==> config.mk <==
export PLATFORM = sky130hd
export DESIGN_NAME = mfc_matrix_lane
export DESIGN_NICKNAME = d
export VERILOG_FILES = /design/src/design/mfc_pkg.sv /design/src/design/mfc_matrix_lane.sv
export SDC_FILE = /design/constraint.sdc
export NUM_CORES = 2
export LEC_CHECK = 0
export BUFFER_PORTS_ARGS = -buffer_cell sky130_fd_sc_hd__buf_2
export CAP_MARGIN = 15
export CORE_MARGIN = 2
export CORE_UTILIZATION = 54
export DETAILED_ROUTE_END_ITERATION = 8
export PLACE_DENSITY = 0.71
export SYNTH_ARGS = -nofsm -noshare
export SYNTH_HDL_FRONTEND = slang
export SYNTH_SLANG_ARGS = --single-unit
==> constraint.sdc <==
create_clock -name clk_i -period 22.9 [get_ports clk_i]
set_clock_uncertainty 0.05 [all_clocks]
set_input_delay 4.58 -clock clk_i [delete_from_list [all_inputs] [get_ports clk_i]]
set_output_delay 4.58 -clock clk_i [all_outputs]
set_load 0.01 [all_outputs]
==> src/design/mfc_pkg.sv <==
// Shared types, constants and helpers for the magnetometer field correction block.
package mfc_pkg;

  localparam int RAW_W   = 16;
  localparam int ASA_W   = 8;
  localparam int FIELD_W = 24;
  localparam int COEF_W  = 16;
  localparam int GAIN_W  = 25;
  localparam int SCALE_W = 38;
  localparam int SHIFT_S = 16;
  localparam int CORR_W  = 23;
  localparam int TERM_W  = 39;
  localparam int SUM_W   = 41;
  localparam int SHIFT_M = 14;
  localparam int ROW_W   = 27;
  localparam int SIGN_W  = 28;

  localparam logic [8:0]  ASA_OFFSET = 9'd128;
  localparam logic [13:0] SCALE_MUL  = 14'd9830;
  localparam int READY_BIT   = 0;
  localparam int OVERRUN_BIT = 3;

  localparam logic [2:0] CFG_SENS_ADJUST    = 3'd0;
  localparam logic [2:0] CFG_HARD_IRON_BIAS = 3'd1;
  localparam logic [2:0] CFG_SOFT_IRON_DIAG = 3'd2;
  localparam logic [2:0] CFG_SOFT_IRON_OFF  = 3'd3;
  localparam logic [2:0] CFG_NED_TO_ENU     = 3'd4;

  localparam logic [23:0] SENS_ADJUST_RST = 24'h808080;
  localparam logic [47:0] HARD_IRON_RST   = 48'h0;
  localparam logic [47:0] SOFT_DIAG_RST   = 48'h400040004000;
  localparam logic [47:0] SOFT_OFF_RST    = 48'h0;

  typedef enum logic [1:0] {
    RC_OK        = 2'd0,
    RC_NOT_READY = 2'd1,
    RC_BUS_ERROR = 2'd2,
    RC_OVERRUN   = 2'd3
  } result_code_e;

  typedef struct packed {
    logic [7:0]         status_one;
    logic               bus_error;
    logic signed [15:0] raw_x;
    logic signed [15:0] raw_y;
    logic signed [15:0] raw_z;
    logic [7:0]         status_two;
  } in_item_t;

  typedef struct packed {
    logic [1:0]         result_code;
    logic signed [23:0] field_x;
    logic signed [23:0] field_y;
    logic signed [23:0] field_z;
  } out_item_t;

  typedef struct packed {
    logic s1_en;
    logic s2_en;
    logic s3_en;
    logic s4_en;
    logic s5_en;
    logic out_en;
  } pipe_ctrl_t;

  function automatic logic signed [FIELD_W-1:0] sat24(input logic signed [SIGN_W-1:0] v);
    logic hi_same;
    hi_same = (v[SIGN_W-1:FIELD_W-1] == '0) || (v[SIGN_W-1:FIELD_W-1] == '1);
    if (hi_same) begin
      return v[FIELD_W-1:0];
    end else if (v[SIGN_W-1]) begin
      return {1'b1, {(FIELD_W-1){1'b0}}};
    end else begin
      return {1'b0, {(FIELD_W-1){1'b1}}};
    end
  endfunction

endpackage

==> src/design/mfc_matrix_lane.sv <==
// One row of the soft-iron matrix: three products, then the sum scaled down by 2^14.
module mfc_matrix_lane (
  input  logic                               clk_i,
  input  mfc_pkg::pipe_ctrl_t                ctrl_i,
  input  logic signed [mfc_pkg::CORR_W-1:0]  c0_i,
  input  logic signed [mfc_pkg::CORR_W-1:0]  c1_i,
  input  logic signed [mfc_pkg::CORR_W-1:0]  c2_i,
  input  logic signed [mfc_pkg::COEF_W-1:0]  k0_i,
  input  logic signed [mfc_pkg::COEF_W-1:0]  k1_i,
  input  logic signed [mfc_pkg::COEF_W-1:0]  k2_i,
  output logic signed [mfc_pkg::ROW_W-1:0]   row_o
);

  logic signed [mfc_pkg::TERM_W-1:0] t0_d, t1_d, t2_d;
  logic signed [mfc_pkg::TERM_W-1:0] t0_q, t1_q, t2_q;
  logic signed [mfc_pkg::SUM_W-1:0]  sum;
  logic signed [mfc_pkg::ROW_W-1:0]  row_d, row_q;

  assign t0_d = c0_i * k0_i;
  assign t1_d = c1_i * k1_i;
  assign t2_d = c2_i * k2_i;

  assign sum = {{2{t0_q[mfc_pkg::TERM_W-1]}}, t0_q}
             + {{2{t1_q[mfc_pkg::TERM_W-1]}}, t1_q}
             + {{2{t2_q[mfc_pkg::TERM_W-1]}}, t2_q};
  assign row_d = sum[mfc_pkg::SUM_W-1:mfc_pkg::SHIFT_M];

  always_ff @(posedge clk_i) begin
    if (ctrl_i.s4_en) begin
      t0_q <= t0_d;
      t1_q <= t1_d;
      t2_q <= t2_d;
    end
    if (ctrl_i.s5_en) begin
      row_q <= row_d;
    end
  end

  assign row_o = row_q;

endmodule

==> impl_metrics.yaml <==
timing:
  period_share_pct: 50.35
  rsz0062_at_grt: "false"
  tns_ns: 0
  hold_viol_final: 0
  clock.fmax_mhz: 86.73
  min_period_ns: 11.53
  worst_slew_pin_slew_ns: 1.016
  slew_violations: 0
  slew_headroom_pct: 32.29
  finalSetupViolations: 0
  setup_slack_ns: 11.37
yosys:
  synth_edf_count: 144
  syn-cell-area_um2: 46250
  synth_cells: 4853
  syn_nets: 6422
  ys_top_cells_by_count: "inv_1, fa_1, nand2_1"
  netlist.area_leader.share_pct: 48.40
  yosysWarnings: 0
  yosysSeqAreaShare_pct: 9.350
  netlist_top_cells_area: "fa_1, inv_1, edfxtp_1, ha_1, and2_1"
  synth_most_common_cell: "inv_1"
  synth_top_flop_cell: "edfxtp_1"
  syn_avg_cell_area_um2: 9.529
  ys_seq_elements: 144
  synthArstFlopShare_pct: 0
  synth.distinct_cells: 77
  yosysTopAreaCell: "fa_1"
layout:
  post-route-util_pct: 56.85
  final_layout_size_suffix_gt1_share_pct: 4.175
  regArea_um2: 4324
  fill_cells: 7385
  multi_input_area_um2: 36460
  syn_to_final_growth_pct: 4.510
  instances_no_fill: 6008
  fin_nets: 6418
placed_design:
  dpl.hpwl_um: 86210
  dp.cells: 5974
  post-place-ws_ns: 10.98
  place_congestion: 0.8942
  portBuffers: 146
die:
  fp.dieW_um: 296.6
  io_pins: 151
  die_area_um2: 88000
  fp-row-count: 107
  start_util_pct: 54.40
  core_um2: 85010
  dieHeight_um: 296.6
routing:
  drt-total-wl_um: 108300
  via_per_inst: 5.299
  drc: 0
  ant_nets: 0
  wl_per_cell_um: 18.02
  drtIter0Drc: 2091
  via_count: 31840
  drtPass1Iterations: 5
setup_path:
  cp-end-kind: "register"
  slowest_delay_ns: 0.67
  path_cells: "buf_2, clkinv_1, nor2_1, fa_1, fa_1, fa_1, fa_1, fa_1, inv_1, fa_1, inv_1, ha_1, nand4_1, nor2_1, a211o_1, a221o_2, o22ai_2, o31a_2, nor4b_2, o41ai_2, xnor2_1"
  start_kind: "input pin"
  cpMaxStageDelayCell: "clkinv_1"
  required_ns: 22.96
  crit_family: "adder cells"
  path_max_fanout: 19
  path_class: "input pin to register"
  crit_path_frequent_cell: "fa_1"
  cp_num_buf_inv: 4
  crit_arrival_ns: 11.59
status:
  outcome: "complete, no violations"
global_route:
  grt_max_degree: 81
  overflow: 0
  grt_pass1_wl_um: 181100
  grt_pass1_vias: 34890
  grtUsageTotal_pct: 26.35
  antenna_found_initial: 2
clocking:
  clk_pin_slew_ns: 0.06
  cts_setup_buffers: 0
  cts.htree.levels: 4
  cts_made_buffers: 17
  cts_sinks: 144
  root_buffer: "clkbuf_16"
  cts.path.max_buffers: 2
  cts_resized: 0
  insertion_delay_ns: 0.43
  cts_tree: "built"
  ctsHoldBuffers: 0
worst_hold_path:
  hold_path.class: "register to register"
run:
  maxCapViolations: 0
worst reg2reg max path, cell delays in order, from the launching register on:
cell and delay (ns):
edfxtp_1 0.41, fa_1 0.52, ha_1 0.29, and3_1 0.18
and4_1 0.20, o311a_1 0.15, o21ai_1 0.11, a211oi_2 0.41
a21oi_1 0.25, o31ai_2 0.47, a41oi_1 0.19, xnor2_1 0.31
routing by layer:
layer,vias up,global-route usage (%),part of all wire [%]
met5,-,0,0.010
met4,2,7.021,3.0
met3,182,4.707,7.9
met2,1111,43.54,47
met1,16320,36.10,42
li1,14220,-,-
cell type report:
class | instances | area share, %
Sequential cell | 144 | 8.947
Clock inverter | 12 | 0.2718
Multi-Input combinational cell | 3260 | 75.44
Clock buffer | 20 | 0.9035
Antenna cell | 2 | 0.01036
Tap cell | 1144 | 2.962
Timing Repair Buffer | 147 | 1.533
Inverter | 1279 | 9.933
flip-flops by register name, summed over array words and instances, names as in the netlist:
register / cells
row_o: 27
t0_q: 39
t1_q: 39
t2_q: 39
cell usage in the layout (no fill, tap or decap), drive strengths merged, types with 8 or more instances in the layout:
cell type,netlist,layout
a21o,51,51
o31ai,8,8
clkinv,3,9
clkbuf,165,20
o21bai,18,18
xor2,44,44
and2,436,436
buf,4,147
ha,327,327
and3,13,13
fa,1118,1118
nand2,647,647
a211oi,17,17
o21a,12,12
nand2b,28,28
o21ai,58,58
o211ai,9,9
nand3,27,27
nor2b,14,14
nand4,12,12
a21boi,9,9
edfxtp,144,144
xnor2,105,105
nor2,104,104
a21oi,114,114
inv,1276,1280
nor3,14,14
per-stage QoR:
stage,hold WS (ns),instance area [um^2]
floorplan,0.7873,46250
global placement,0.8589,47760
global route,0.9234,48330
CTS,0.8753,48330
finish,0.8606,48330
detailed placement,0.8679,47760
worst paths after layout:
check                           startpoint  cells after the start  slack, ns   endpoint
worst max-delay path              k0_i[15]                     21      11.37   t0_q[38]
worst max register to register     t0_q[8]                     11      19.14  row_o[20]
worst min register to register    t1_q[16]                      3       0.86   row_o[2]
worst min-delay path              t1_q[16]                      3       0.86   row_o[2]
cell families (layout without fill, tap and decap cells):
kind of cell	count (synthesis)	count (layout)	share of synthesized area, %
adders and majority gates	1445	1445	57.24
and+or+nand+nor	1313	1313	13.65
AOI/OAI and AO/OA	352	352	5.103
xor gates and xnor gates	149	149	2.822
muxes	1	1	0.02165
DFF	144	144	9.350
buffers and inverters	1449	1458	11.81
other	0	2	0
Power is not shown: default switching activity piles up to over one toggle a cycle in this logic, so the estimate is an artifact.
