`config.mk`:
```
export PLATFORM = sky130hd
export DESIGN_NAME = mfc_scale_lane
export DESIGN_NICKNAME = d
export VERILOG_FILES = /design/src/design/mfc_pkg.sv /design/src/design/mfc_scale_lane.sv
export SDC_FILE = /design/constraint.sdc
export NUM_CORES = 1
export LEC_CHECK = 0
export ABC_CLOCK_PERIOD_IN_PS = 14100
export BUFFER_PORTS_ARGS = -buffer_cell sky130_fd_sc_hd__buf_4
export CAP_MARGIN = 5
export CORE_ASPECT_RATIO = 1.1
export CORE_MARGIN = 2
export CORE_UTILIZATION = 54
export DETAILED_ROUTE_END_ITERATION = 8
export HOLD_SLACK_MARGIN = 0.06
export PLACE_DENSITY_LB_ADDON = 0.12
export SYNTH_ARGS = -nofsm -noshare
export SYNTH_HDL_FRONTEND = slang
export SYNTH_SLANG_ARGS = --single-unit
```
`constraint.sdc`:
```
create_clock -name clk_i -period 14.1 [get_ports clk_i]
set_input_delay 2.82 -clock clk_i [delete_from_list [all_inputs] [get_ports clk_i]]
set_output_delay 2.82 -clock clk_i [all_outputs]
set_load 0.01 [all_outputs]
```
`src/design/mfc_pkg.sv`:
```
// Shared types, constants and helpers for the magnetometer field correction block.
package mfc_pkg;

  localparam int RAW_W   = 16;
  localparam int ASA_W   = 8;
  localparam int FIELD_W = 24;
  localparam int COEF_W  = 16;
  localparam int GAIN_W  = 25;
  localparam int SCALE_W = 38;
  localparam int SHIFT_S = 16;
  localparam int CORR_W  = 23;
  localparam int TERM_W  = 39;
  localparam int SUM_W   = 41;
  localparam int SHIFT_M = 14;
  localparam int ROW_W   = 27;
  localparam int SIGN_W  = 28;

  localparam logic [8:0]  ASA_OFFSET = 9'd128;
  localparam logic [13:0] SCALE_MUL  = 14'd9830;
  localparam int READY_BIT   = 0;
  localparam int OVERRUN_BIT = 3;

  localparam logic [2:0] CFG_SENS_ADJUST    = 3'd0;
  localparam logic [2:0] CFG_HARD_IRON_BIAS = 3'd1;
  localparam logic [2:0] CFG_SOFT_IRON_DIAG = 3'd2;
  localparam logic [2:0] CFG_SOFT_IRON_OFF  = 3'd3;
  localparam logic [2:0] CFG_NED_TO_ENU     = 3'd4;

  localparam logic [23:0] SENS_ADJUST_RST = 24'h808080;
  localparam logic [47:0] HARD_IRON_RST   = 48'h0;
  localparam logic [47:0] SOFT_DIAG_RST   = 48'h400040004000;
  localparam logic [47:0] SOFT_OFF_RST    = 48'h0;

  typedef enum logic [1:0] {
    RC_OK        = 2'd0,
    RC_NOT_READY = 2'd1,
    RC_BUS_ERROR = 2'd2,
    RC_OVERRUN   = 2'd3
  } result_code_e;

  typedef struct packed {
    logic [7:0]         status_one;
    logic               bus_error;
    logic signed [15:0] raw_x;
    logic signed [15:0] raw_y;
    logic signed [15:0] raw_z;
    logic [7:0]         status_two;
  } in_item_t;

  typedef struct packed {
    logic [1:0]         result_code;
    logic signed [23:0] field_x;
    logic signed [23:0] field_y;
    logic signed [23:0] field_z;
  } out_item_t;

  typedef struct packed {
    logic s1_en;
    logic s2_en;
    logic s3_en;
    logic s4_en;
    logic s5_en;
    logic out_en;
  } pipe_ctrl_t;

  function automatic logic signed [FIELD_W-1:0] sat24(input logic signed [SIGN_W-1:0] v);
    logic hi_same;
    hi_same = (v[SIGN_W-1:FIELD_W-1] == '0) || (v[SIGN_W-1:FIELD_W-1] == '1);
    if (hi_same) begin
      return v[FIELD_W-1:0];
    end else if (v[SIGN_W-1]) begin
      return {1'b1, {(FIELD_W-1){1'b0}}};
    end else begin
      return {1'b0, {(FIELD_W-1){1'b1}}};
    end
  endfunction

endpackage

```
`src/design/mfc_scale_lane.sv`:
```
// One axis lane: sensitivity and unit scaling followed by hard-iron bias removal.
module mfc_scale_lane (
  input  logic                                 clk_i,
  input  mfc_pkg::pipe_ctrl_t                  ctrl_i,
  input  logic signed [mfc_pkg::RAW_W-1:0]     raw_i,
  input  logic [mfc_pkg::ASA_W-1:0]            asa_i,
  input  logic signed [mfc_pkg::COEF_W-1:0]    bias_i,
  output logic signed [mfc_pkg::CORR_W-1:0]    corr_o
);

  logic [8:0]                                 asa_plus;
  logic signed [mfc_pkg::GAIN_W:0]            gain_full;
  logic signed [mfc_pkg::GAIN_W-1:0]          gain_d, gain_q;
  logic signed [mfc_pkg::GAIN_W+14:0]         scale_full;
  logic signed [mfc_pkg::SCALE_W-1:0]         scale_d, scale_q;
  logic signed [mfc_pkg::SCALE_W-mfc_pkg::SHIFT_S-1:0] scaled;
  logic signed [mfc_pkg::CORR_W-1:0]          corr_d, corr_q;

  assign asa_plus   = {1'b0, asa_i} + mfc_pkg::ASA_OFFSET;
  assign gain_full  = raw_i * $signed({1'b0, asa_plus});
  assign gain_d     = gain_full[mfc_pkg::GAIN_W-1:0];
  assign scale_full = gain_q * $signed({1'b0, mfc_pkg::SCALE_MUL});
  assign scale_d    = scale_full[mfc_pkg::SCALE_W-1:0];
  assign scaled     = scale_q[mfc_pkg::SCALE_W-1:mfc_pkg::SHIFT_S];
  assign corr_d     = {scaled[$high(scaled)], scaled}
                      - {{(mfc_pkg::CORR_W-mfc_pkg::COEF_W){bias_i[mfc_pkg::COEF_W-1]}}, bias_i};

  always_ff @(posedge clk_i) begin
    if (ctrl_i.s1_en) begin
      gain_q <= gain_d;
    end
    if (ctrl_i.s2_en) begin
      scale_q <= scale_d;
    end
    if (ctrl_i.s3_en) begin
      corr_q <= corr_d;
    end
  end

  assign corr_o = corr_q;

endmodule

```
==> metrics.md <==
| Metric | Value |
|---|---|
| WP data required | `around 14 ns` |
| Final nets | `1983` |
| Clock skew | `0.00619 ns` |
| Crit Path Category | `input pin to register` |
| First-pass GRT wire length | `43900 µm` |
| Yosys warnings | `0` |
| Dominant cell type by area after synthesis | `fa_1` |
| Startpoint Class | `input pin` |
| Mapped Nets | `1936` |
| GRT Util Overall | `0.196` |
| Reg clk slew, reported paths | `0.06 ns` |
| Initial Util | `0.544` |
| Via count | `9117` |
| Post-synthesis cell area | `approximately 14000 µm²` |
| CP endpoint kind | `register` |
| Post-CTS resize count | `0` |
| Status | `completed` |
| Hold-fix buffers, CTS | `0` |
| Hold Crit Class | `register to register` |
| Placer congestion estimate | `0.803` |
| Grt ovf | `0` |
| Row Count | `62` |
| Max_cap viols | `0` |
| Mean post-synth cell area | `between 9 and 10 µm²` |
| Postcts setup bufs | `0` |
| Period utilization | `0.552` |
| Setup tns final | `0 ns` |
| Leading post-synthesis cells by cell area | `fa_1 (33%), ha_1 (20%), edfxtp_1 (15%)` |
| WL/cell | `13.3 µm` |
| Min Tclk post-route | `7.78 ns` |
| Number of global-route vias before repair | `9796` |
| Vias per cell | `~5.0` |
| DIE HEIGHT | `173 µm` |
| Yosys reg bits | `70` |
| Share of flip-flops with an asynchronous set or reset | `0` |
| Clk root buf | `clkbuf_16` |
| Die width | `158 µm` |
| CTS tree | `done` |
| Share of layout cells above drive strength 1 | `0.0766` |
| 1st-iter DRT viols | `roughly 250` |
| Top_reg_cell synth | `edfxtp_1` |
| Core ar. | `roughly 26000 µm²` |
| Detailed Place HPWL | `21400 µm` |
| CP Max Fanout | `16` |
| FMAX | `128 MHz` |
| Total CTS buffers | `9` |
| Seq/Total Area, Yosys | `0.149` |
| Initial antenna violation count | `0` |
| EDFF count, synth | `70` |
| Post-detailed-routing wire length | `24400 µm` |
| Layout Area Growth over Synthesis | `7.68%` |
| H-tree depth | `3` |
| Clock Sink Count | `70` |
| Top cell type's share of synthesized area | `0.325` |
| Commonest non-fill, non-tap cell in the layout | `inv_1` |
| Largest net degree at the start of global routing | `26` |
| Slew Limit Headroom | `0.486` |
| IO Port Bufs | `66` |
| Final Hold Violating Endpoints | `0` |
| ANT cells | `0` |
| DRC Markers | `0` |
| First-pass iteration count of the detailed router | `4` |
| Die area | `27400 µm²` |
| Most frequent cells in the layout | `inv_1 (410), fa_1 (229), ha_1 (223)` |
| Synth cell types | `63` |
| Final ANT Viol Nets | `0` |
| Data arrival time of the critical path | `about 7.9 ns` |
| RSZ-0062 raised after global routing | `false` |
| Ports | `70` |
| Clk_lat worst skew | `0.35 ns` |
| Setup-failing EPs final | `0` |
| Gate Count Post-Synth | `approximately 1.4k` |
| Max Slew Vio Count | `0` |
| CTS Buffer Depth | `2` |
| Worst slew pin tran | `0.772 ns` |
## path summary, 6_finish.rpt
check / from / endpoint / depth (start not counted) / slack, ns
hold / removal: scale_q[27] / corr_o[11] / 2 / 0.71
hold reg to reg: scale_q[27] / corr_o[11] / 2 / 0.71
setup / recovery: asa_i[1] / gain_q[24] / 19 / 6.32
setup reg to reg: gain_q[7] / scale_q[37] / 18 / 8.39
## state kept, by name, summed over array words and instances, names as in the netlist
register  count
gain_q       25
corr_o       23
scale_q      22
## cells by family (layout without fill, tap and decap cells)
group | count (synthesis) | count (layout) | share of synthesized area
flip-flops | 70 | 70 | 0.149
multiplexers | 16 | 16 | 0.0126
other | 1 | 1 | 0.000266
AND/OR/NAND/NOR | 244 | 244 | 0.0828
XOR/XNOR | 65 | 65 | 0.0404
adder cells (fa/ha/maj) | 452 | 452 | 0.523
buffers and inverters | 441 | 493 | 0.118
AO/OA/AOI/OAI | 148 | 148 | 0.0733
## worst max-delay path, cell delays in order
cell and delay (ns):
buf_4 0.19, nand2_1 0.11, fa_1 0.55, inv_1 0.05, fa_1 0.50, fa_1 0.48, fa_1 0.52, inv_1 0.05
fa_1 0.47, inv_1 0.04, ha_1 0.35, a21oi_1 0.42, nor2_8 0.04, a211oi_4 0.29, a2111oi_2 0.14, or3_1 0.40
a31o_1 0.23, a21oi_2 0.14, xnor2_1 0.07
## area by class of cell
type	count	area, µm²
Clock buffer	9	225
Clock inverter	7	41.3
Fill cell	2306	10700
Inverter	411	1540
Multi-Input combinational cell	926	10300
Sequential cell	70	2100
Tap cell	352	440
Timing Repair Buffer	66	495
## per-stage QoR
step	instances	cell area [µm²]	utilization	setup slack, ns	hold WS [ns]
3_3_place_gp	1825	14900	0.575	5.98	0.671
2_1_floorplan	1437	14100	-	6.16	0.650
5_1_grt	1841	15200	0.586	5.97	0.753
3_5_place_dp	1825	14900	0.575	5.92	0.690
6_report	1841	15200	0.586	6.32	0.707
4_1_cts	1841	15200	0.586	6.28	0.703
## cells in the mapped netlist (9+ instances only)
| cell | count |
|---|---|
| inv_1 | 410 |
| fa_1 | 229 |
| ha_1 | 223 |
| nand2_1 | 104 |
| edfxtp_1 | 70 |
| xnor2_1 | 52 |
| and2_1 | 43 |
| nor2_1 | 41 |
| a21oi_1 | 37 |
| clkbuf_1 | 28 |
| a21o_1 | 19 |
| mux2_2 | 14 |
| o21ai_1 | 14 |
| o21ai_0 | 13 |
| xor2_1 | 13 |
| o21a_1 | 11 |
| a211oi_1 | 9 |
| nor2b_1 | 9 |
## routing by layer
metal | routed length [µm] | global-route usage | vias up
met4 | 252 | 0.0375 | 0
met5 | 0 | 0 | -
li1 | - | - | 4540
met3 | 650 | 0.0208 | 20
met1 | 10900 | 0.249 | 4439
met2 | 12600 | 0.361 | 118
Power is not shown: default switching activity piles up to over one toggle a cycle in this logic, so the estimate is an artifact.
