[src/design/mfc_pkg.sv]
// Shared types, constants and helpers for the magnetometer field correction block.
package mfc_pkg;

  localparam int RAW_W   = 16;
  localparam int ASA_W   = 8;
  localparam int FIELD_W = 24;
  localparam int COEF_W  = 16;
  localparam int GAIN_W  = 25;
  localparam int SCALE_W = 38;
  localparam int SHIFT_S = 16;
  localparam int CORR_W  = 23;
  localparam int TERM_W  = 39;
  localparam int SUM_W   = 41;
  localparam int SHIFT_M = 14;
  localparam int ROW_W   = 27;
  localparam int SIGN_W  = 28;

  localparam logic [8:0]  ASA_OFFSET = 9'd128;
  localparam logic [13:0] SCALE_MUL  = 14'd9830;
  localparam int READY_BIT   = 0;
  localparam int OVERRUN_BIT = 3;

  localparam logic [2:0] CFG_SENS_ADJUST    = 3'd0;
  localparam logic [2:0] CFG_HARD_IRON_BIAS = 3'd1;
  localparam logic [2:0] CFG_SOFT_IRON_DIAG = 3'd2;
  localparam logic [2:0] CFG_SOFT_IRON_OFF  = 3'd3;
  localparam logic [2:0] CFG_NED_TO_ENU     = 3'd4;

  localparam logic [23:0] SENS_ADJUST_RST = 24'h808080;
  localparam logic [47:0] HARD_IRON_RST   = 48'h0;
  localparam logic [47:0] SOFT_DIAG_RST   = 48'h400040004000;
  localparam logic [47:0] SOFT_OFF_RST    = 48'h0;

  typedef enum logic [1:0] {
    RC_OK        = 2'd0,
    RC_NOT_READY = 2'd1,
    RC_BUS_ERROR = 2'd2,
    RC_OVERRUN   = 2'd3
  } result_code_e;

  typedef struct packed {
    logic [7:0]         status_one;
    logic               bus_error;
    logic signed [15:0] raw_x;
    logic signed [15:0] raw_y;
    logic signed [15:0] raw_z;
    logic [7:0]         status_two;
  } in_item_t;

  typedef struct packed {
    logic [1:0]         result_code;
    logic signed [23:0] field_x;
    logic signed [23:0] field_y;
    logic signed [23:0] field_z;
  } out_item_t;

  typedef struct packed {
    logic s1_en;
    logic s2_en;
    logic s3_en;
    logic s4_en;
    logic s5_en;
    logic out_en;
  } pipe_ctrl_t;

  function automatic logic signed [FIELD_W-1:0] sat24(input logic signed [SIGN_W-1:0] v);
    logic hi_same;
    hi_same = (v[SIGN_W-1:FIELD_W-1] == '0) || (v[SIGN_W-1:FIELD_W-1] == '1);
    if (hi_same) begin
      return v[FIELD_W-1:0];
    end else if (v[SIGN_W-1]) begin
      return {1'b1, {(FIELD_W-1){1'b0}}};
    end else begin
      return {1'b0, {(FIELD_W-1){1'b1}}};
    end
  endfunction

endpackage

[src/design/mfc_merge.sv]
// Merging stage: axis remap, saturation, status gating and the output register.
module mfc_merge (
  input  logic                              clk_i,
  input  mfc_pkg::pipe_ctrl_t               ctrl_i,
  input  mfc_pkg::result_code_e             code_i,
  input  logic                              ned_i,
  input  logic signed [mfc_pkg::ROW_W-1:0]  m0_i,
  input  logic signed [mfc_pkg::ROW_W-1:0]  m1_i,
  input  logic signed [mfc_pkg::ROW_W-1:0]  m2_i,
  output mfc_pkg::out_item_t                item_o
);

  logic signed [mfc_pkg::SIGN_W-1:0] ex, ey, ez, zneg;
  logic signed [mfc_pkg::SIGN_W-1:0] ax, ay, az;
  mfc_pkg::out_item_t                item_d, item_q;

  assign ex   = {m0_i[mfc_pkg::ROW_W-1], m0_i};
  assign ey   = {m1_i[mfc_pkg::ROW_W-1], m1_i};
  assign ez   = {m2_i[mfc_pkg::ROW_W-1], m2_i};
  assign zneg = {mfc_pkg::SIGN_W{1'b0}} - ez;

  always_comb begin
    if (ned_i) begin
      ax = ey;
      ay = ex;
      az = zneg;
    end else begin
      ax = ex;
      ay = ey;
      az = ez;
    end
    item_d.result_code = code_i;
    if (code_i == mfc_pkg::RC_OK) begin
      item_d.field_x = mfc_pkg::sat24(ax);
      item_d.field_y = mfc_pkg::sat24(ay);
      item_d.field_z = mfc_pkg::sat24(az);
    end else begin
      item_d.field_x = '0;
      item_d.field_y = '0;
      item_d.field_z = '0;
    end
  end

  always_ff @(posedge clk_i) begin
    if (ctrl_i.out_en) begin
      item_q <= item_d;
    end
  end

  assign item_o = item_q;

endmodule

[config.mk]
export PLATFORM = sky130hd
export DESIGN_NAME = mfc_merge
export DESIGN_NICKNAME = d
export VERILOG_FILES = /design/src/design/mfc_pkg.sv /design/src/design/mfc_merge.sv
export SDC_FILE = /design/constraint.sdc
export NUM_CORES = 1
export LEC_CHECK = 0
export ABC_AREA = 1
export BUFFER_PORTS_ARGS = -buffer_cell sky130_fd_sc_hd__buf_2
export CAP_MARGIN = 10
export CORE_MARGIN = 3
export CORE_UTILIZATION = 45
export CTS_CLUSTER_DIAMETER = 150
export DETAILED_ROUTE_END_ITERATION = 8
export PLACE_DENSITY = 0.82
export SLEW_MARGIN = 20
export SYNTH_ARGS = -nofsm -noshare
export SYNTH_HDL_FRONTEND = slang
export SYNTH_SLANG_ARGS = --single-unit
[constraint.sdc]
create_clock -name clk_i -period 1.85 [get_ports clk_i]
set_clock_uncertainty 0.05 [all_clocks]
set_input_delay 0.37 -clock clk_i [delete_from_list [all_inputs] [get_ports clk_i]]
set_output_delay 0.37 -clock clk_i [all_outputs]
set_load 0.02 [all_outputs]
==> results.yml, run 1 <==
sta:
  worst_slew_pin_slew_ns: 0.4328
  setup-violations-final: 17
  layout_setup_ws_ns: -0.03366
  fin_crit_ns: 1.884
  slew_viol_final: 0
  fmax_mhz: 530.9
  period_share_pct: 101.8
  timing.slew.headroom_pct: 71.15
  rsz0062_at_grt: "true"
  hold_violations: 0
  setup_tns_ns: -0.2614
logic_synthesis:
  ys.flop_type: "edfxtp_1"
  synth_top_area_share_pct: 49.32
  seq_area_frac_synth_pct: 49.32
  synth_seq_cells: 74
  synth_area_mm2: 0.004506
  yosysUniqueCellTypes: 29
  netlist_instances: 544
  synth_edf_count: 74
  yosys-top-cells-area: "edfxtp_1, nand2_1, o21ai_0, a21oi_1, a21oi_2"
  yosysWarnings: 0
  synth_top_cell_by_area: "edfxtp_1"
  avgSynthCellArea_um2: 8.282
  ys_top_cells_by_count: "nand2_1, edfxtp_1, o21ai_0, a21oi_1, inv_1"
  synth_fp_nets: 636
  synthArstFlopShare_pct: 0
  synth_most_common_cell: "nand2_1"
finish:
  nFillCells: 728
  largest_reg_flops: 74
  fin_cells: 886
  areaGrowthSynthToFinish_pct: 44.74
  design_area_mm2: 0.006521
  finalNetCount: 844
  drive_gt1_share_pct: 43.73
  insertedDiodeCount: 0
floorplan:
  core_area_mm2: 0.009503
  start_util_pct: 47.41
  io_pins: 165
  die_area_mm2: 0.01125
  die_w_um: 106.1
  rows: 35
  die_h_um: 106.1
drt:
  antenna_left: 0
  route.top_layer_used: "met4"
  drt-initial-drc-count: 362
  viasPerCell: 5.270
  route.met3.wl_um: 920
  drt-met1-wl_um: 5238
  met2_length_um: 7106
  dr.pass1.iters: 5
  num_vias: 4669
  drc: 0
  wl_um: 13580
  wl_per_cell_um: 15.33
global_routing:
  grt_max_degree: 75
  antenna_found_initial: 0
  grt_overflow: 0
  groute.usage.overall_pct: 22.63
  grt_pass1_vias: 4286
  grt_pass1_wl_um: 20470
power:
  leakagePower_nw: 2.895
  powerDensity_mw_per_mm2: 747.4
  ir_drop_mv: 0.5626
cts:
  cts_sinks: 74
  clkSlewWorstSetupHoldPaths_ns: 0.08
  cts_tree: "built"
  cts_buffer_depth: 2
  htree_num_levels: 3
  cts_buffers: 9
  ctsRootBufferMaster: "clkbuf_8"
  postCtsHoldBufs: 0
run_status:
  status: "finished, violations left"
  violations: "negative setup slack"
placed_design:
  dp_hpwl_um: 8972
  numPlacedInstances: 857
  port_buffers: 159
  place_congestion: 0.8804
  dpl-instance-area_mm2: 0.005847
worst_setup_path:
  path_max_fanout: 6
  cp.arrival_ns: 1.93
  path_class: "input port to flip-flop"
  required_ns: 1.89
  crit_path_end_kind: "flip-flop"
  crit_path_start_kind: "input port"
hold_path:
  hold_end: "item_o[73]$_DFFE_PP_"
  hold_depth: 1
  hold_path_class: "input port to flip-flop"
  worstHoldStart: "code_i[1]"
flow_run:
  drv_cap: 0
## cell families (layout without fill, tap and decap cells)
kind of cell    after synthesis  in the layout  synth area share [%]
simple gates                226            229                 21.11
compound gates              141            141                 17.44
buf+inv                      81            291                 7.775
flops                        74             74                 49.32
xor+xnor                     21             21                 4.082
fa+ha+maj                     1              1                0.2777
## power breakdown
part	switching, mW	internal (mW)	total [mW]
Combinational	0.787	0.472	1.26
Clock	0.670	0.908	1.58
Sequential	0.0365	2.00	2.04
## worst max-delay path by stage
stage	from	end	slack (ns)
final	m2_i[1]	item_o[17]$_SDFFCE_PP0P_	-0.03
after global routing	m2_i[1]	item_o[17]$_SDFFCE_PP0P_	-0.10
after CTS	m2_i[4]	item_o[10]$_SDFFCE_PP0P_	-0.005
after detailed placement	m2_i[1]	item_o[8]$_SDFFCE_PP0P_	-0.38
after global placement	m2_i[1]	item_o[1]$_SDFFCE_PP0P_	-0.32
after floorplan	m2_i[1]	item_o[10]$_SDFFCE_PP0P_	-0.08
## worst max-delay path, stage by stage
cell and delay [ns]:
buf_8 0.11, inv_12 0.04, ha_4 0.12, nand2_4 0.05
nor2_4 0.16, nor2_4 0.06, nor2_4 0.15, buf_6 0.11
nand4_1 0.08, nand2_2 0.10, nor2_4 0.05, nand2_4 0.10
buf_12 0.16, nand2_8 0.11, nand2_2 0.09, a21oi_2 0.05
## layer usage
layer | GRT usage [%] | vias up
met3 | 3.218 | 31
met5 | 0 | -
met4 | 8.511 | 0
li1 | - | 2228
met2 | 39.80 | 223
met1 | 28.21 | 2187
## stage by stage
stage / hold WS, ns / power (mW) / worst slack [ns] / utilization [%]
2_1_floorplan: 0.4189 / 2.711 / -0.07612 / -
6_report: 0.1721 / 4.874 / -0.03366 / 68.62
5_1_grt: 0.1552 / 5.074 / -0.1014 / 68.62
3_5_place_dp: 0.5162 / 3.190 / -0.3801 / 61.53
4_1_cts: 0.1611 / 4.779 / -0.005188 / 65.02
3_3_place_gp: 0.5121 / 3.161 / -0.3165 / 61.53
## cell usage in the layout, fill, tap and decap left out, drive strengths merged, types with 4 or more instances in the layout
| cell type | instances |
|---|---|
| clkbuf | 9 |
| nand2 | 168 |
| or2 | 7 |
| buf | 228 |
| xor2 | 13 |
| edfxtp | 74 |
| nor2 | 34 |
| inv | 48 |
| a21oi | 70 |
| o21ai | 69 |
| nand3 | 13 |
| nand4 | 4 |
| xnor2 | 8 |
## area by class of cell
class	count	area, um^2	area share (%)
clock buffer	9	123.9	1.899
clock inverter	7	123.9	1.899
inverter	47	196.4	3.012
multi-input combinational	392	2241	34.36
sequential	74	2222	34.08
tap	129	161.4	2.475
timing repair buffer	228	1453	22.28
## repair_timing
action / CTS / global route
setup endpoints to repair: 3 / 44
buffers inserted: 2 / 7
pin swaps: 8 / 24
cloned: 3 / 1
gates resized for setup: 9 / 78
(Power assumes the default switching activity.)
==> inputs of run 2 (changes only) <==
CELL_PAD_IN_SITES_DETAIL_PLACEMENT = 0   (was default)
CELL_PAD_IN_SITES_GLOBAL_PLACEMENT = 1   (was default)
CORE_UTILIZATION = 32   (was 45)
MAX_ROUTING_LAYER = met4   (was default)
PLACE_DENSITY = 0.81   (was 0.82)
==> results.yml, run 2 (synthesized netlist as in run 1, its figures left out) <==
sta:
  fmax_mhz: 534.6
  rsz0062_at_grt: "true"
  worst_slew_pin_slew_ns: 0.4133
  slew_viol_final: 0
  setup_tns_ns: -0.1826
  fin_crit_ns: 1.871
  layout_setup_ws_ns: -0.02058
  period_share_pct: 101.1
  setup-violations-final: 19
  hold_violations: 0
  timing.slew.headroom_pct: 72.45
  hold_slack_ns: 0.1729
power:
  finalPower_mw: 4.870
  powerDensity_mw_per_mm2: 727.0
  clkPwrFrac_pct: 31.9
  ir_drop_mv: 0.4057
  leakagePower_nw: 2.931
  internal-power_mw: 3.406
  switchingPower_mw: 1.464
  pwr-share-comb_pct: 26.1
  swShare_pct: 30.06
  pwr-share-seq_pct: 42.0
cts:
  cts_sinks: 74
  clkSlewWorstSetupHoldPaths_ns: 0.06
  postCtsHoldBufs: 0
  cts_buffers: 9
  cts_tree: "built"
  htree_num_levels: 3
  ctsRootBufferMaster: "clkbuf_16"
  cts_buffer_depth: 2
global_routing:
  grt_overflow: 0
  antenna_found_initial: 0
  grt_pass1_wl_um: 21090
  grt_pass1_vias: 4307
  grt_max_degree: 75
  groute.usage.overall_pct: 17.07
worst_setup_path:
  cp_slowest_cell: "buf_12"
  required_ns: 1.99
  slowest_delay_ns: 0.17
  path_cells: "buf_8, clkinv_4, ha_4, nand2_4, nor2_4, nor2_4, nor2_4, nand3_2, nand2_1, nand2_1, nor2_2, nand2_4, buf_12, nand2_8, nand2_2, a21oi_2"
  critPathMostFrequentCell: "nor2_4"
  crit_family: "simple AND/OR/NAND/NOR gates"
  path_buf_inv: 3
  crit_path_end_kind: "flip-flop"
  crit_path_start_kind: "input port"
  cp.arrival_ns: 2.01
  path_max_fanout: 6
  path_class: "input port to flip-flop"
drt:
  antenna_left: 0
  dr.pass1.iters: 5
  viasPerCell: 4.782
  drt-initial-drc-count: 323
  wl_um: 13470
  num_vias: 4533
  drc: 0
  wl_per_cell_um: 14.21
floorplan:
  rows: 42
  start_util_pct: 33.36
  die_area_mm2: 0.01554
  die_w_um: 124.7
  io_pins: 165
  core_area_mm2: 0.01351
  die_h_um: 124.7
hold_path:
  hold_end: "item_o[72]$_DFFE_PP_"
  worstHoldStart: "code_i[0]"
  hold_depth: 1
  hold_path_class: "input port to flip-flop"
finish:
  finalNetCount: 860
  nFillCells: 1268
  final_cell_mix: "buf_2, nand2_1, buf_4, edfxtp_1, o21ai_0"
  fin_cells: 948
  insertedDiodeCount: 0
  areaGrowthSynthToFinish_pct: 48.68
  design_area_mm2: 0.006699
  layout_commonest_cell: "buf_2"
  drive_gt1_share_pct: 43.26
  utilization_pct: 49.60
  largest_reg_flops: 74
run_status:
  violations: "negative setup slack"
  status: "finished, violations left"
placed_design:
  dp_hpwl_um: 9524
  port_buffers: 159
  place_ws_ns: -0.4208
  numPlacedInstances: 920
  dpl-instance-area_mm2: 0.006078
  place_congestion: 0.8553
flow_run:
  drv_cap: 0
## run 2: cell count changes in the layout (fill, tap and decap cells not counted), sizes merged
cell      before  now
buf          228  243
bufinv         3    0
clkbuf         9   11
clkinv         2    8
clkinvlp       1    0
inv           48   45
nand2        168  167
## run 2: cell type report
type / instances / area, um^2 / area share (%)
clock inverter: 6 / 35.03 / 0.5230
timing repair buffer: 245 / 1637 / 24.43
multi-input combinational: 391 / 2158 / 32.22
sequential: 74 / 2222 / 33.17
tap: 176 / 220.2 / 3.287
inverter: 47 / 201.4 / 3.007
clock buffer: 9 / 225.2 / 3.362
## run 2: repair_timing
action / 4_1_cts / 5_1_grt
resized for setup: 13 / 52
setup buffers: 7 / 3
gates cloned: 2 / 1
pin swaps: 6 / 28
setup endpoints to repair: 24 / 43
## run 2: layer usage
layer / track usage (%) / vias up / part of all wire [%]
met2: 29.29 / 172 / 51
li1: - / 2260 / -
met4: 4.965 / 0 / 2.0
met5: - / - / 0
met1: 20.25 / 2073 / 40
met3: 3.602 / 28 / 7.0
## run 2: power groups by stage
stage          registers, mW  clock network (mW)  logic (mW)
2_1_floorplan           2.26                   0       0.455
3_3_place_gp            2.08                   0        1.15
3_5_place_dp            2.08                   0        1.17
4_1_cts                 2.05                1.58        1.21
5_1_grt                 2.06                1.67        1.39
6_report                2.05                1.55        1.27
## run 2: worst max-delay path by stage
stage            start                       end  slack [ns]  depth (start not counted)
2_1_floorplan  m2_i[1]  item_o[10]$_SDFFCE_PP0P_       -0.08                         14
3_3_place_gp   m2_i[1]   item_o[1]$_SDFFCE_PP0P_       -0.36                         15
3_5_place_dp   m2_i[1]  item_o[11]$_SDFFCE_PP0P_       -0.42                         15
4_1_cts        m2_i[1]  item_o[11]$_SDFFCE_PP0P_      -0.007                         16
5_1_grt        m2_i[0]  item_o[14]$_SDFFCE_PP0P_       -0.11                         15
6_report       m2_i[0]  item_o[15]$_SDFFCE_PP0P_       -0.02                         16
==> inputs of run 3 (changes only) <==
SETUP_SLACK_MARGIN = 0.4   (was default)
SLEW_MARGIN = default   (was 20)
==> results.yml, run 3 (synthesized netlist as in run 1, its figures left out) <==
run_status:
  status: "finished, final reports clean"
sta:
  setup-violations-final: 0
  rsz0062_at_grt: "true"
  hold_slack_ns: 0.1882
  period_share_pct: 98.43
  timing.slew.headroom_pct: 70.40
  fin_crit_ns: 1.821
  fmax_mhz: 549.2
  layout_setup_ws_ns: 0.02904
  setup_tns_ns: 0
  hold_violations: 0
  slew_viol_final: 0
  worst_slew_pin_slew_ns: 0.4393
floorplan:
  die_w_um: 124.7
  core_area_mm2: 0.01351
  start_util_pct: 33.36
  io_pins: 165
  rows: 42
  die_area_mm2: 0.01554
  die_h_um: 124.7
placed_design:
  dpl-instance-area_mm2: 0.006176
  place_congestion: 0.8938
  numPlacedInstances: 914
  port_buffers: 159
  place_ws_ns: -0.4329
  dp_hpwl_um: 9763
drt:
  antenna_left: 0
  num_vias: 4822
  wl_per_cell_um: 16.71
  drt-initial-drc-count: 370
  wl_um: 16290
  dr.pass1.iters: 5
  viasPerCell: 4.946
  drc: 0
cts:
  cts_buffer_depth: 2
  clkSlewWorstSetupHoldPaths_ns: 0.06
  postCtsHoldBufs: 0
  cts_sinks: 74
  htree_num_levels: 3
  ctsRootBufferMaster: "clkbuf_16"
  cts_tree: "built"
  cts_buffers: 9
global_routing:
  grt_pass1_wl_um: 25130
  groute.usage.overall_pct: 20.76
  grt_overflow: 0
  antenna_found_initial: 0
  grt_max_degree: 75
  grt_pass1_vias: 4783
finish:
  largest_reg_flops: 74
  design_area_mm2: 0.007856
  layout_commonest_cell: "buf_2"
  drive_gt1_share_pct: 60.20
  insertedDiodeCount: 0
  fin_cells: 975
  areaGrowthSynthToFinish_pct: 74.37
  final_cell_mix: "buf_2, nand2_1, buf_4"
  finalNetCount: 887
  utilization_pct: 58.17
power:
  swShare_pct: 31.60
  internal-power_mw: 3.803
  pwr-share-seq_pct: 36.7
  clkPwrFrac_pct: 30.9
  finalPower_mw: 5.560
  leakagePower_nw: 3.518
  ir_drop_mv: 0.4043
  pwr-share-comb_pct: 32.4
  powerDensity_mw_per_mm2: 707.8
  switchingPower_mw: 1.757
worst_setup_path:
  required_ns: 1.88
  path_max_fanout: 6
  crit_path_end_kind: "flip-flop"
  cp.arrival_ns: 1.85
  crit_path_start_kind: "input port"
  path_class: "input port to flip-flop"
hold_path:
  hold_path_class: "input port to flip-flop"
  hold_depth: 1
  worstHoldStart: "code_i[1]"
  hold_end: "item_o[73]$_DFFE_PP_"
flow_run:
  drv_cap: 0
## run 3: cell types whose count changed in the layout (fill, tap and decap cells not counted), moves of 14 or more
cell	previous run	this run
nand2_2	13	28
buf_6	2	16
a21oi_2	21	67
nand2_1	144	91
a21oi_1	49	1
nand2_4	6	45
## run 3: cell type report
class	count	area (um^2)
Clock buffer	9	225.2
Clock inverter	6	58.81
Fill cell	1153	5649
Inverter	47	214.0
Multi-Input combinational cell	392	2776
Sequential cell	74	2222
Tap cell	176	220.2
Timing Repair Buffer	271	2140
## run 3: how the worst max path moves through the flow
stage,startpoint,cells after the start,end
6_report,m2_i[0],15,item_o[10]$_SDFFCE_PP0P_
5_1_grt,m2_i[0],15,item_o[21]$_SDFFCE_PP0P_
4_1_cts,m2_i[6],14,item_o[0]$_SDFFCE_PP0P_
3_5_place_dp,m2_i[1],15,item_o[22]$_SDFFCE_PP0P_
3_3_place_gp,m2_i[1],15,item_o[21]$_SDFFCE_PP0P_
2_1_floorplan,m2_i[1],14,item_o[10]$_SDFFCE_PP0P_
## run 3: layer usage
| metal | share of wire (%) | vias to the layer above | track usage [%] | routed length, um |
|---|---|---|---|---|
| li1 | - | 2327 | - | - |
| met1 | 43 | 2299 | 27.51 | 7051 |
| met2 | 49 | 159 | 32.35 | 8002 |
| met3 | 4.5 | 37 | 2.702 | 730 |
| met4 | 3.1 | 0 | 8.317 | 505 |
| met5 | 0 | - | - | 0 |
## run 3: critical path, stage by stage
cell     delay (ns)
buf_8          0.11
inv_6          0.05
ha_4           0.14
nand2_4        0.05
nor2_4         0.13
nand3_2        0.12
nand2_2        0.11
nand2_1        0.05
nand2_1        0.07
nand2_2        0.07
nand4_1        0.12
buf_6          0.21
nand2_8        0.10
nand2_1        0.09
a21oi_2        0.05
## run 3: timing repair
item / CTS / global route
gates cloned: 14 / 1
pin swaps: 64 / 62
setup endpoints to repair: 70 / 70
setup buffers: 23 / 8
resized for setup: 164 / 73
## run 3: power by group through the flow
stage,combinational [mW],clock (mW),sequential [mW]
2_1_floorplan,0.533,0,2.26
3_3_place_gp,1.21,0,2.08
3_5_place_dp,1.23,0,2.07
4_1_cts,1.67,1.73,2.04
5_1_grt,1.92,1.82,2.05
6_report,1.80,1.72,2.04
